`src/design/sss_pkg.sv`:
```
package sss_pkg;

	localparam int MAX_SAMPLES_DEF = 256;
	localparam int SAMPLE_BITS_DEF = 16;

	// entries in the request queue between front and back
	localparam int QUEUE_DEPTH = 4;

	typedef enum logic [2:0] {
		ST_IDLE,
		ST_SHIFT,
		ST_PLACE,
		ST_MED_A,
		ST_MED_B,
		ST_MED_C,
		ST_DIV
	} sss_state_t;

endpackage

```
`src/design/sss_front.sv`:
```
module sss_front #(
	parameter int SAMPLE_BITS = sss_pkg::SAMPLE_BITS_DEF
) (
	input  logic                   clk,
	input  logic                   arst_n,
	input  logic                   in_valid,
	output logic                   in_stall,
	input  logic [SAMPLE_BITS-1:0] sample,
	input  logic                   last,
	output logic                   item_valid,
	input  logic                   item_pop,
	output logic [SAMPLE_BITS-1:0] item_sample,
	output logic                   item_last
);

	localparam int PW = $clog2(sss_pkg::QUEUE_DEPTH);
	localparam int FW = $clog2(sss_pkg::QUEUE_DEPTH + 1);

	logic [SAMPLE_BITS-1:0] q_sample_q [sss_pkg::QUEUE_DEPTH];
	logic                   q_last_q   [sss_pkg::QUEUE_DEPTH];
	logic [PW-1:0]          wr_ptr_q, rd_ptr_q;
	logic [FW-1:0]          fill_q;
	logic                   push, pop;

	assign in_stall    = (fill_q == FW'(sss_pkg::QUEUE_DEPTH));
	assign push        = in_valid && !in_stall;
	assign item_valid  = (fill_q != '0);
	assign pop         = item_pop && item_valid;
	assign item_sample = q_sample_q[rd_ptr_q];
	assign item_last   = q_last_q[rd_ptr_q];

	always_ff @(posedge clk or negedge arst_n) begin
		if (!arst_n) begin
			wr_ptr_q <= '0;
			rd_ptr_q <= '0;
			fill_q   <= '0;
		end else begin
			if (push) begin
				wr_ptr_q <= (wr_ptr_q == PW'(sss_pkg::QUEUE_DEPTH - 1)) ? '0 : wr_ptr_q + PW'(1);
			end
			if (pop) begin
				rd_ptr_q <= (rd_ptr_q == PW'(sss_pkg::QUEUE_DEPTH - 1)) ? '0 : rd_ptr_q + PW'(1);
			end
			if (push && !pop) begin
				fill_q <= fill_q + FW'(1);
			end else if (pop && !push) begin
				fill_q <= fill_q - FW'(1);
			end
		end
	end

	always_ff @(posedge clk) begin
		if (push) begin
			q_sample_q[wr_ptr_q] <= sample;
			q_last_q[wr_ptr_q]   <= last;
		end
	end

endmodule

```
`config.mk`:
```
export PLATFORM = sky130hd
export DESIGN_NAME = sss_front
export DESIGN_NICKNAME = d
export VERILOG_FILES = /design/src/design/sss_pkg.sv /design/src/design/sss_front.sv
export SDC_FILE = /design/constraint.sdc
export NUM_CORES = 1
export LEC_CHECK = 0
export BUFFER_PORTS_ARGS = -buffer_cell sky130_fd_sc_hd__buf_2
export CAP_MARGIN = 15
export CELL_PAD_IN_SITES_DETAIL_PLACEMENT = 0
export CELL_PAD_IN_SITES_GLOBAL_PLACEMENT = 1
export CORE_MARGIN = 1
export CORE_UTILIZATION = 27
export DETAILED_ROUTE_END_ITERATION = 8
export PLACE_DENSITY_LB_ADDON = 0.1
export SLEW_MARGIN = 5
export SYNTH_ARGS = -nofsm -noshare
export SYNTH_HDL_FRONTEND = slang
export SYNTH_SLANG_ARGS = --single-unit
```
`constraint.sdc`:
```
create_clock -name clk -period 2.2 [get_ports clk]
set_input_delay 0.22 -clock clk [delete_from_list [all_inputs] [get_ports clk]]
set_output_delay 0.22 -clock clk [all_outputs]
set_load 0.05 [all_outputs]
```
==> results.tsv, run 1 <==
stage	metric	value	unit
synthesis	syn-num-nets	154	
placement	postPlaceCellArea	3400	µm²
timing	worst_slew_pin_slew	0.269	ns
placement	port_buffers	39	
die	start_util	28.3	%
placement	place_congestion	0.742	
worst_hold_path	holdPathStages	1	
synthesis	yosysUniqueCellTypes	20	
critical_path	rr_worst_depth	8	
timing	hold_ws	0.0952	ns
finish	mostFrequentLayoutCells	68 x edfxtp_1, 39 x buf_2, 13 x buf_4	
critical_path	critical_path_required	2.46	ns
timing	finalSetupViolCount	0	
power_and_ir_drop	seqPwrFrac	36.5	%
global_routing	antenna_found_initial	0	
finish	final_common_cell	edfxtp_1	
job	maxCapViolCount	0	
clocking	cts_sinks	75	
clocking	clock_latency	0.34	ns
detailed_routing	drt-total-wl	5390	µm
status	status	complete, no violations	
power_and_ir_drop	p_int	3.46	mW
global_routing	grt_use_total	10.4	%
die	io-pin-count	40	
critical_path	worstSetupPathType	reg2reg	
clocking	post_cts_buffers	0	
power_and_ir_drop	ir_drop	653	µV
die	fp.dieH	107	µm
clocking	tritoncts.num_buffers	9	
clocking	htreeDepth	3	
placement	placed_cells	309	
critical_path	crit_path_end_kind	register	
global_routing	grt_pass1_vias	1512	
finish	final_cells	326	
clocking	cts_root_buf	clkbuf_8	
worst_hold_path	min_path_type	in2reg	
critical_path	crit_path_start_kind	register	
global_routing	gr-total-overflow	0	
finish	syn_to_final_growth	22.9	%
global_routing	grtUsageMet1	12.6	%
die	placeableCoreArea	10500	µm²
global_routing	grt_pass1_wl	8560	µm
power_and_ir_drop	netSwitchingPower	2.09	mW
finish	fin_nets	213	
timing	hold_viol	0	
clocking	cts_tree	yes	
timing	period_minus_slack	2.07	ns
detailed_routing	dr.pass1.iters	4	
die	die_w	107	µm
finish	n_antenna_cell	0	
timing	fmax	483	MHz
finish	final_area	3660	µm²
global_routing	met3_usage	3.22	%
critical_path	arrival	2.33	ns
timing	rsz0062_at_grt	false	
power_and_ir_drop	p_leak	1.34	nW
die	fp.dieArea	11400	µm²
power_and_ir_drop	pwr-share-clk	22.9	%
detailed_routing	wl_per_cell	16.5	µm
power_and_ir_drop	swShare	37.7	%
detailed_routing	dr.first_iter.drc_count	49	
detailed_routing	via_per_inst	4.22	
die	rows	37	
synthesis	ys_warn_count	0	
power_and_ir_drop	comb_power_share	40.5	%
clocking	clkTransAtPathRegs	0.09	ns
synthesis	syn_area_per_cell	23.6	µm²
detailed_routing	drc_errors	0	
timing	maxSlewHeadroom	82.1	%
detailed_routing	vias	1377	
critical_path	r2r_slack	0.13	ns
global_routing	grt_max_degree	18	
synthesis	syn-cell-area	2980	µm²
timing	fin_crit_sh	94.2	%
synthesis	netlist_instances	126	
timing	drv_slew	0	
synthesis	ys_seq_area_share	74.5	%
detailed_routing	ant_nets	0	
timing	finalSetupTns	0	ns
global_routing	grt.met2_usage	17.7	%
timing	clock_skew	0.0107	ns
global_routing	grt-busiest-layer	met2	
synthesis	ys_ff_latch	75	
critical_path	crit_fanout	4	
placement	hpwl	3720	µm
power_and_ir_drop	power.density	1520	nW/µm²
clocking	cts_buffer_depth	2	
finish	final_layout_size_suffix_gt1_share	45.8	%
[final cells by class]
class	count	area (µm²)
fillers	1009	6850
flip-flops and latches	75	2220
multi-input cells	43	708
repair buffers	53	303
well taps	136	170
clock buffers	9	124
clock inverters	7	124
inverters	3	11.3
[Yosys cell counts]
cell | count | area (µm²)
dfrtp_1 | 7 | 175
mux4_1 | 9 | 236
buf_12 | 1 | 20.0
ha_1 | 6 | 75.1
mux4_2 | 8 | 180
nor2_1 | 3 | 11.3
nand2_4 | 1 | 11.3
or3_4 | 1 | 11.3
mux2_4 | 4 | 60.1
xnor2_1 | 1 | 8.76
mux2_2 | 1 | 11.3
nor3b_4 | 1 | 18.8
fa_1 | 1 | 20.0
nor2b_2 | 1 | 8.76
and2_1 | 4 | 25.0
xor2_1 | 2 | 17.5
inv_1 | 3 | 11.3
buf_2 | 2 | 10.0
buf_6 | 2 | 22.5
edfxtp_1 | 68 | 2040
[timing repair]
item                      4_1_cts  5_1_grt
hold buffers                    1        0
gates resized for setup         0        0
hold endpoints to repair        7        0
[flip-flops by register name, summed over array words and instances, names as in the netlist]
| register | cells |
|---|---|
| rd_ptr_q | 2 |
| q_last_q | 4 |
| q_sample_q | 64 |
| fill_q | 3 |
| wr_ptr_q | 2 |
[power groups by stage]
stage | clock network, mW | logic, mW | registers (mW)
global route | 1.37 | 2.40 | 2.06
CTS | 1.32 | 2.31 | 2.03
global placement | 0 | 2.27 | 2.04
detailed placement | 0 | 2.31 | 2.06
finish | 1.27 | 2.25 | 2.03
floorplan | 0 | 1.77 | 2.02
[path summary, 6_finish.rpt]
check / start / endpoint
worst max-delay path: fill_q[0] / fill_q[2]
worst min-delay path: sample[10] / q_sample_q[1][10]
worst max register to register: fill_q[0] / fill_q[2]
min in group asynchronous: arst_n / fill_q[1]
max in group asynchronous: arst_n / wr_ptr_q[1]
worst min register to register: fill_q[2] / fill_q[2]
[metrics by stage]
step	setup slack, ns	util, %	power (mW)
after CTS	0.117	34.8	5.66
after global placement	0.222	32.3	4.30
final	0.128	34.8	5.55
after floorplan	0.0313	-	3.80
after detailed placement	0.144	32.3	4.37
after global routing	0.0219	34.8	5.83
[critical path: stages, from the launching register on]
cell	delay, ns
dfrtp_1	0.46
or3_4	0.44
nand2_4	0.11
ha_4	0.15
inv_2	0.04
fa_1	0.37
xor2_1	0.16
nor2_1	0.12
xor2_1	0.15
[kinds of logic (layout without fill, tap and decap cells)]
group	Yosys count	count (layout)	share of synthesized area, %
flops	75	75	74.5
simple gates	11	11	2.90
fa+ha+maj	7	7	3.19
xor+xnor	3	3	0.883
mux	22	22	16.4
buf+inv	8	72	2.14
[routing by layer]
layer / routed length, µm / part of all wire (%) / vias up
met5: 0 / 0 / -
met4: 60 / 1.1 / 0
met3: 204 / 3.8 / 5
met2: 2770 / 51 / 27
met1: 2350 / 44 / 713
li1: - / - / 632
Power figures use the tool's default switching activity.
==> run 2: changes to the inputs <==
--- a/config.mk
+++ b/config.mk
@@ -10,8 +10,9 @@
 export CELL_PAD_IN_SITES_DETAIL_PLACEMENT = 0
 export CELL_PAD_IN_SITES_GLOBAL_PLACEMENT = 1
 export CORE_MARGIN = 1
-export CORE_UTILIZATION = 27
+export CORE_UTILIZATION = 49
 export DETAILED_ROUTE_END_ITERATION = 8
+export GPL_ROUTABILITY_DRIVEN = 0
 export PLACE_DENSITY_LB_ADDON = 0.1
 export SLEW_MARGIN = 5
 export SYNTH_ARGS = -nofsm -noshare
==> results.tsv, run 2 (synthesized netlist as in run 1, its figures left out) <==
stage	metric	value	unit
critical_path	path_cells	mux4_1, buf_2	
timing	rsz0062_at_grt	false	
power_and_ir_drop	p_total	5.16	mW
critical_path	critical_path_required	1.98	ns
global_routing	antenna_found_initial	0	
timing	worst_slew_pin_slew	0.840	ns
critical_path	arrival	1.89	ns
timing	clock_skew	0.00589	ns
critical_path	crit_path_end_kind	primary output	
worst_hold_path	min_path_type	in2reg	
finish	final_layout_size_suffix_gt1_share	43.9	%
power_and_ir_drop	p_leak	1.31	nW
clocking	htreeDepth	3	
clocking	cts_buffer_depth	2	
die	placeableCoreArea	5890	µm²
detailed_routing	ant_nets	0	
timing	fmax	475	MHz
placement	placed_cells	247	
clocking	cts_root_buf	clkbuf_8	
detailed_routing	dr.pass1.iters	4	
critical_path	crit_buf_inv	1	
detailed_routing	wl_per_cell	17.2	µm
global_routing	grt_pass1_wl	7360	µm
finish	fin_nets	212	
clocking	clkTransAtPathRegs	0.07	ns
status	status	complete, no violations	
clocking	cts_tree	yes	
timing	drv_slew	0	
critical_path	crit_fanout	19	
critical_path	crit_path_start_kind	register	
finish	top_register	q_sample_q	
timing	maxSlewHeadroom	44.0	%
global_routing	grt_pass1_vias	1487	
finish	final_common_cell	edfxtp_1	
finish	final_cells	262	
timing	period_minus_slack	2.11	ns
finish	largestRegisters	q_sample_q (64), q_last_q (4), fill_q (3)	
clocking	clock_latency	0.34	ns
clocking	tritoncts.num_buffers	9	
global_routing	gr-total-overflow	0	
critical_path	worstSetupPathType	reg2out	
timing	hold_viol	0	
global_routing	grt_max_degree	20	
clocking	post_cts_buffers	0	
timing	fin_crit_sh	95.7	%
placement	hpwl	3040	µm
die	io-pin-count	40	
global_routing	grt_use_total	16.9	%
placement	port_buffers	39	
die	die_w	79.9	µm
die	rows	28	
detailed_routing	vias	1369	
timing	finalSetupTns	0	ns
timing	finalSetupViolCount	0	
critical_path	cp_slowest_cell	dfrtp_1	
finish	mostFrequentLayoutCells	68 x edfxtp_1, 39 x buf_2, 12 x buf_4	
power_and_ir_drop	power.density	1480	nW/µm²
die	fp.dieArea	6390	µm²
critical_path	critPathTopFamily	flip-flops	
die	fp.dieH	79.9	µm
detailed_routing	dr.first_iter.drc_count	88	
job	maxCapViolCount	0	
finish	n_antenna_cell	0	
finish	syn_to_final_growth	17.5	%
power_and_ir_drop	ir_drop	881	µV
detailed_routing	via_per_inst	5.23	
clocking	cts.repair.resized	0	
critical_path	cp_slowest_stage_delay	0.89	ns
finish	largest_reg_flops	64	
detailed_routing	drt-total-wl	4510	µm
clocking	cts_sinks	75	
finish	fin_util	59.4	%
die	start_util	50.6	%
detailed_routing	drc_errors	0	
critical_path	r2r_slack	0.22	ns
## run 2: path summary, 6_finish.rpt
path,start,endpoint,cells past startpoint
max in group asynchronous,arst_n,wr_ptr_q[1],2
min in group asynchronous,arst_n,fill_q[2],2
worst max register to register,fill_q[1],fill_q[2],8
worst min register to register,fill_q[2],fill_q[2],1
worst min-delay path,sample[4],q_sample_q[0][4],1
worst max-delay path,rd_ptr_q[1],item_sample[6],2
## run 2: layout make-up
class                   count  area [µm²]
multi-input cells          43         708
well taps                  75        93.8
flip-flops and latches     75        2220
repair buffers             52         295
clock inverters             4        43.8
fillers                   462        2390
inverters                   3        11.3
clock buffers              10         128
## run 2: worst register-to-register path: cells and delay by family, from the launching register on
| family | cells | cell delay (ns) |
|---|---|---|
| adder cells (fa/ha/maj) | 2 | 0.51 |
| AND/OR/NAND/NOR | 3 | 0.63 |
| buffers and inverters | 1 | 0.03 |
| flip-flops | 1 | 0.44 |
| XOR/XNOR | 2 | 0.30 |
## run 2: metal layers
layer	vias up	global-route usage (%)	wire length (µm)
met5	-	0	0
met4	0	10.2	123
met3	11	3.89	164
met2	27	28.7	2400
met1	696	19.3	1810
li1	635	-	-
## run 2: timing repair
action                                  CTS  global route
endpoints found under the setup margin    0             0
hold endpoints to repair                  7             0
hold buffers                              1             0
## run 2: power breakdown
part | total (mW) | internal (mW) | switching (mW)
sequential | 2.08 | 1.90 | 0.178
combinational | 2.15 | 0.787 | 1.36
clock | 0.937 | 0.503 | 0.434
total | 5.16 | 3.19 | 1.97
## run 2: through the flow
step / hold WS [ns] / setup WS [ns] / cell area [µm²]
3_5_place_dp: 0.0630 / 0.217 / 3320
4_1_cts: 0.0838 / 0.0539 / 3500
6_report: 0.0920 / 0.0941 / 3500
2_1_floorplan: -0.0756 / 0.0313 / 2990
3_3_place_gp: 0.0591 / 0.267 / 3320
5_1_grt: 0.0881 / 0.00340 / 3500
==> run 3: changes to the inputs <==
--- a/config.mk
+++ b/config.mk
@@ -5,12 +5,13 @@
 export SDC_FILE = /design/constraint.sdc
 export NUM_CORES = 1
 export LEC_CHECK = 0
+export ABC_AREA = 1
 export BUFFER_PORTS_ARGS = -buffer_cell sky130_fd_sc_hd__buf_2
 export CAP_MARGIN = 15
 export CELL_PAD_IN_SITES_DETAIL_PLACEMENT = 0
 export CELL_PAD_IN_SITES_GLOBAL_PLACEMENT = 1
 export CORE_MARGIN = 1
-export CORE_UTILIZATION = 49
+export CORE_UTILIZATION = 46
 export DETAILED_ROUTE_END_ITERATION = 8
 export GPL_ROUTABILITY_DRIVEN = 0
 export PLACE_DENSITY_LB_ADDON = 0.1
==> results.tsv, run 3 <==
stage	metric	value	unit
timing	hold_viol	0	
worst_hold_path	min_path_type	in2reg	
timing	hold_ws	0.0926	ns
finish	final_layout_size_suffix_gt1_share	25.6	%
die	io-pin-count	40	
global_routing	met3_usage	3.27	%
global_routing	grt_use_total	16.1	%
detailed_routing	vias	1896	
detailed_routing	dr.first_iter.drc_count	69	
critical_path	critical_path_required	1.98	ns
critical_path	rr_worst_depth	9	
finish	top_register	q_sample_q	
critical_path	cp_slowest_cell	dfrtp_1	
timing	period_minus_slack	1.82	ns
detailed_routing	wl_per_cell	12.8	µm
worst_hold_path	holdPathStages	1	
synthesis	ys_warn_count	0	
synthesis	synthFlopType	edfxtp_1	
clocking	clkTransAtPathRegs	0.08	ns
critical_path	crit_buf_inv	2	
synthesis	yosys-top-cells-count	68 x edfxtp_1, 65 x nand2_1, 46 x inv_1	
placement	hpwl	3350	µm
detailed_routing	via_per_inst	4.65	
global_routing	grt-busiest-layer	met2	
die	start_util	47.6	%
critical_path	crit_start	rd_ptr_q[1]	
clocking	cts_root_buf	clkbuf_8	
critical_path	r2r_slack	0.39	ns
synthesis	synth_top_cell_area_share	63.1	%
timing	maxSlewHeadroom	76.5	%
synthesis	synthTopCellsByArea	edfxtp_1 63%, nand2_1 7.5%, o211ai_1 7.0%	
synthesis	yosysUniqueCellTypes	20	
clocking	post_cts_buffers	0	
status	status	complete, no violations	
die	placeableCoreArea	6790	µm²
power_and_ir_drop	ir_drop	846	µV
power_and_ir_drop	p_leak	1.58	nW
critical_path	critPathTopFamily	buffers and inverters	
timing	clock_skew	0.00626	ns
global_routing	antenna_found_initial	0	
power_and_ir_drop	power.density	1530	nW/µm²
synthesis	yosysMostFrequentCell	edfxtp_1	
finish	final_common_cell	edfxtp_1	
clocking	cts_buffer_depth	2	
clocking	cts_sinks	75	
timing	rsz0062_at_grt	false	
timing	finalSetupTns	0	ns
synthesis	synth_top_area_cell	edfxtp_1	
detailed_routing	drc_errors	0	
detailed_routing	dr.pass1.iters	4	
critical_path	rr_startpoint	fill_q[0]	
global_routing	grt_pass1_wl	8540	µm
critical_path	worstReg2RegEnd	fill_q[1]	
placement	port_buffers	39	
timing	fin_crit_sh	82.8	%
finish	largest_reg_flops	64	
power_and_ir_drop	p_total	5.77	mW
critical_path	arrival	1.60	ns
power_and_ir_drop	comb_power_share	43.0	%
critical_path	crit_path_start_kind	register	
timing	finalSetupViolCount	0	
clocking	htreeDepth	3	
global_routing	gr-total-overflow	0	
finish	syn_to_final_growth	16.4	%
synthesis	syn-cell-area	3230	µm²
synthesis	netlist_instances	258	
finish	largestRegisters	q_sample_q (64), q_last_q (4), fill_q (3)	
global_routing	grt_max_degree	37	
detailed_routing	drt-total-wl	5210	µm
clocking	clock_latency	0.33	ns
synthesis	ys_ff_latch	75	
global_routing	grt.met2_usage	26.5	%
synthesis	async_reset_ff_share	9.33	%
synthesis	synth_edf_count	68	
finish	n_antenna_cell	0	
power_and_ir_drop	netSwitchingPower	2.48	mW
timing	drv_slew	0	
detailed_routing	ant_nets	0	
finish	mostFrequentLayoutCells	68 x edfxtp_1, 65 x nand2_1, 46 x inv_1	
finish	fin_nets	335	
die	die_w	85.9	µm
clocking	tritoncts.num_buffers	9	
synthesis	syn-num-nets	286	
worst_hold_path	whs_endpoint	q_sample_q[3][7]	
die	fp.dieH	85.9	µm
die	rows	30	
critical_path	path_cells	inv_4, o211ai_1, nand2_1, buf_2	
critical_path	crit_path_end_kind	primary output	
global_routing	grt_pass1_vias	1799	
power_and_ir_drop	p_int	3.29	mW
synthesis	ys_seq_area_share	68.5	%
worst_hold_path	hp-start	sample[7]	
job	maxCapViolCount	0	
power_and_ir_drop	swShare	43.0	%
power_and_ir_drop	seqPwrFrac	35.0	%
critical_path	cp_slowest_stage_delay	0.51	ns
critical_path	crit_fanout	17	
critical_path	worstSetupPathType	reg2out	
global_routing	grtUsageMet1	20.4	%
die	fp.dieArea	7370	µm²
timing	fmax	549	MHz
timing	worst_slew_pin_slew	0.352	ns
finish	fin_util	55.4	%
clocking	cts_tree	yes	
synthesis	syn_area_per_cell	12.5	µm²
power_and_ir_drop	pwr-share-clk	22.0	%
## run 3: changes by cell type after synthesis, moves of 8 or more
cell	change
buf_6	+8
inv_1	+43
mux4_1	-9
mux4_2	-8
nand2_1	+65
o211ai_1	+30
## run 3: worst register-to-register path, stage by stage (launching register included)
cell and delay (ns):
dfrtp_1 0.44, inv_2 0.09, nand3_2 0.10, nand2_2 0.17, inv_1 0.06, ha_1 0.20
inv_1 0.08, fa_1 0.41, nand2_1 0.07, o21ai_0 0.07
## run 3: kinds of logic after synthesis
logic type	Yosys count	synth area share (%)
buffers and inverters	60	9.48
AO/OA/AOI/OAI	35	8.67
flip-flops	75	68.5
AND/OR/NAND/NOR	80	10.1
adder cells (fa/ha/maj)	7	2.94
XOR/XNOR	1	0.271
## run 3: routing by layer
metal / share of wire, % / wire (µm)
met4: 2.2 / 112
met3: 3.1 / 160
met1: 46 / 2390
met5: 0 / 0
met2: 49 / 2540
## run 3: power groups by stage
stage	Sequential (mW)	Clock (mW)	Combinational (mW)
after CTS	2.02	1.30	2.53
after floorplan	2.01	0	2.10
after detailed placement	2.05	0	2.52
after global placement	2.05	0	2.51
final	2.02	1.27	2.48
after global routing	2.05	1.35	2.72
## run 3: per-stage QoR
step                      std cells  cell area, µm²  setup slack, ns
final                           408            3760            0.377
after global routing            408            3760            0.203
after CTS                       408            3760            0.344
after detailed placement        391            3510            0.368
after global placement          391            3510            0.425
after floorplan                 258            3230            0.295
## run 3: worst max path at each step
stage,to,depth (start not counted)
floorplan,fill_q[2],10
global placement,fill_q[1],9
detailed placement,fill_q[1],9
CTS,item_sample[10],4
global route,fill_q[2],11
finish,item_sample[6],4
## run 3: area by class of cell
type,count,area (µm²)
fill,596,3030
sequential,75,2220
multi-input combinational,123,721
timing repair buffer,49,273
inverter,49,186
clock buffer,9,124
clock inverter,7,123
tap,96,120
## run 3: timing repair
action	in CTS	in global routing
hold buffers	1	0
endpoints found under the hold margin	7	0
resized for setup	0	0
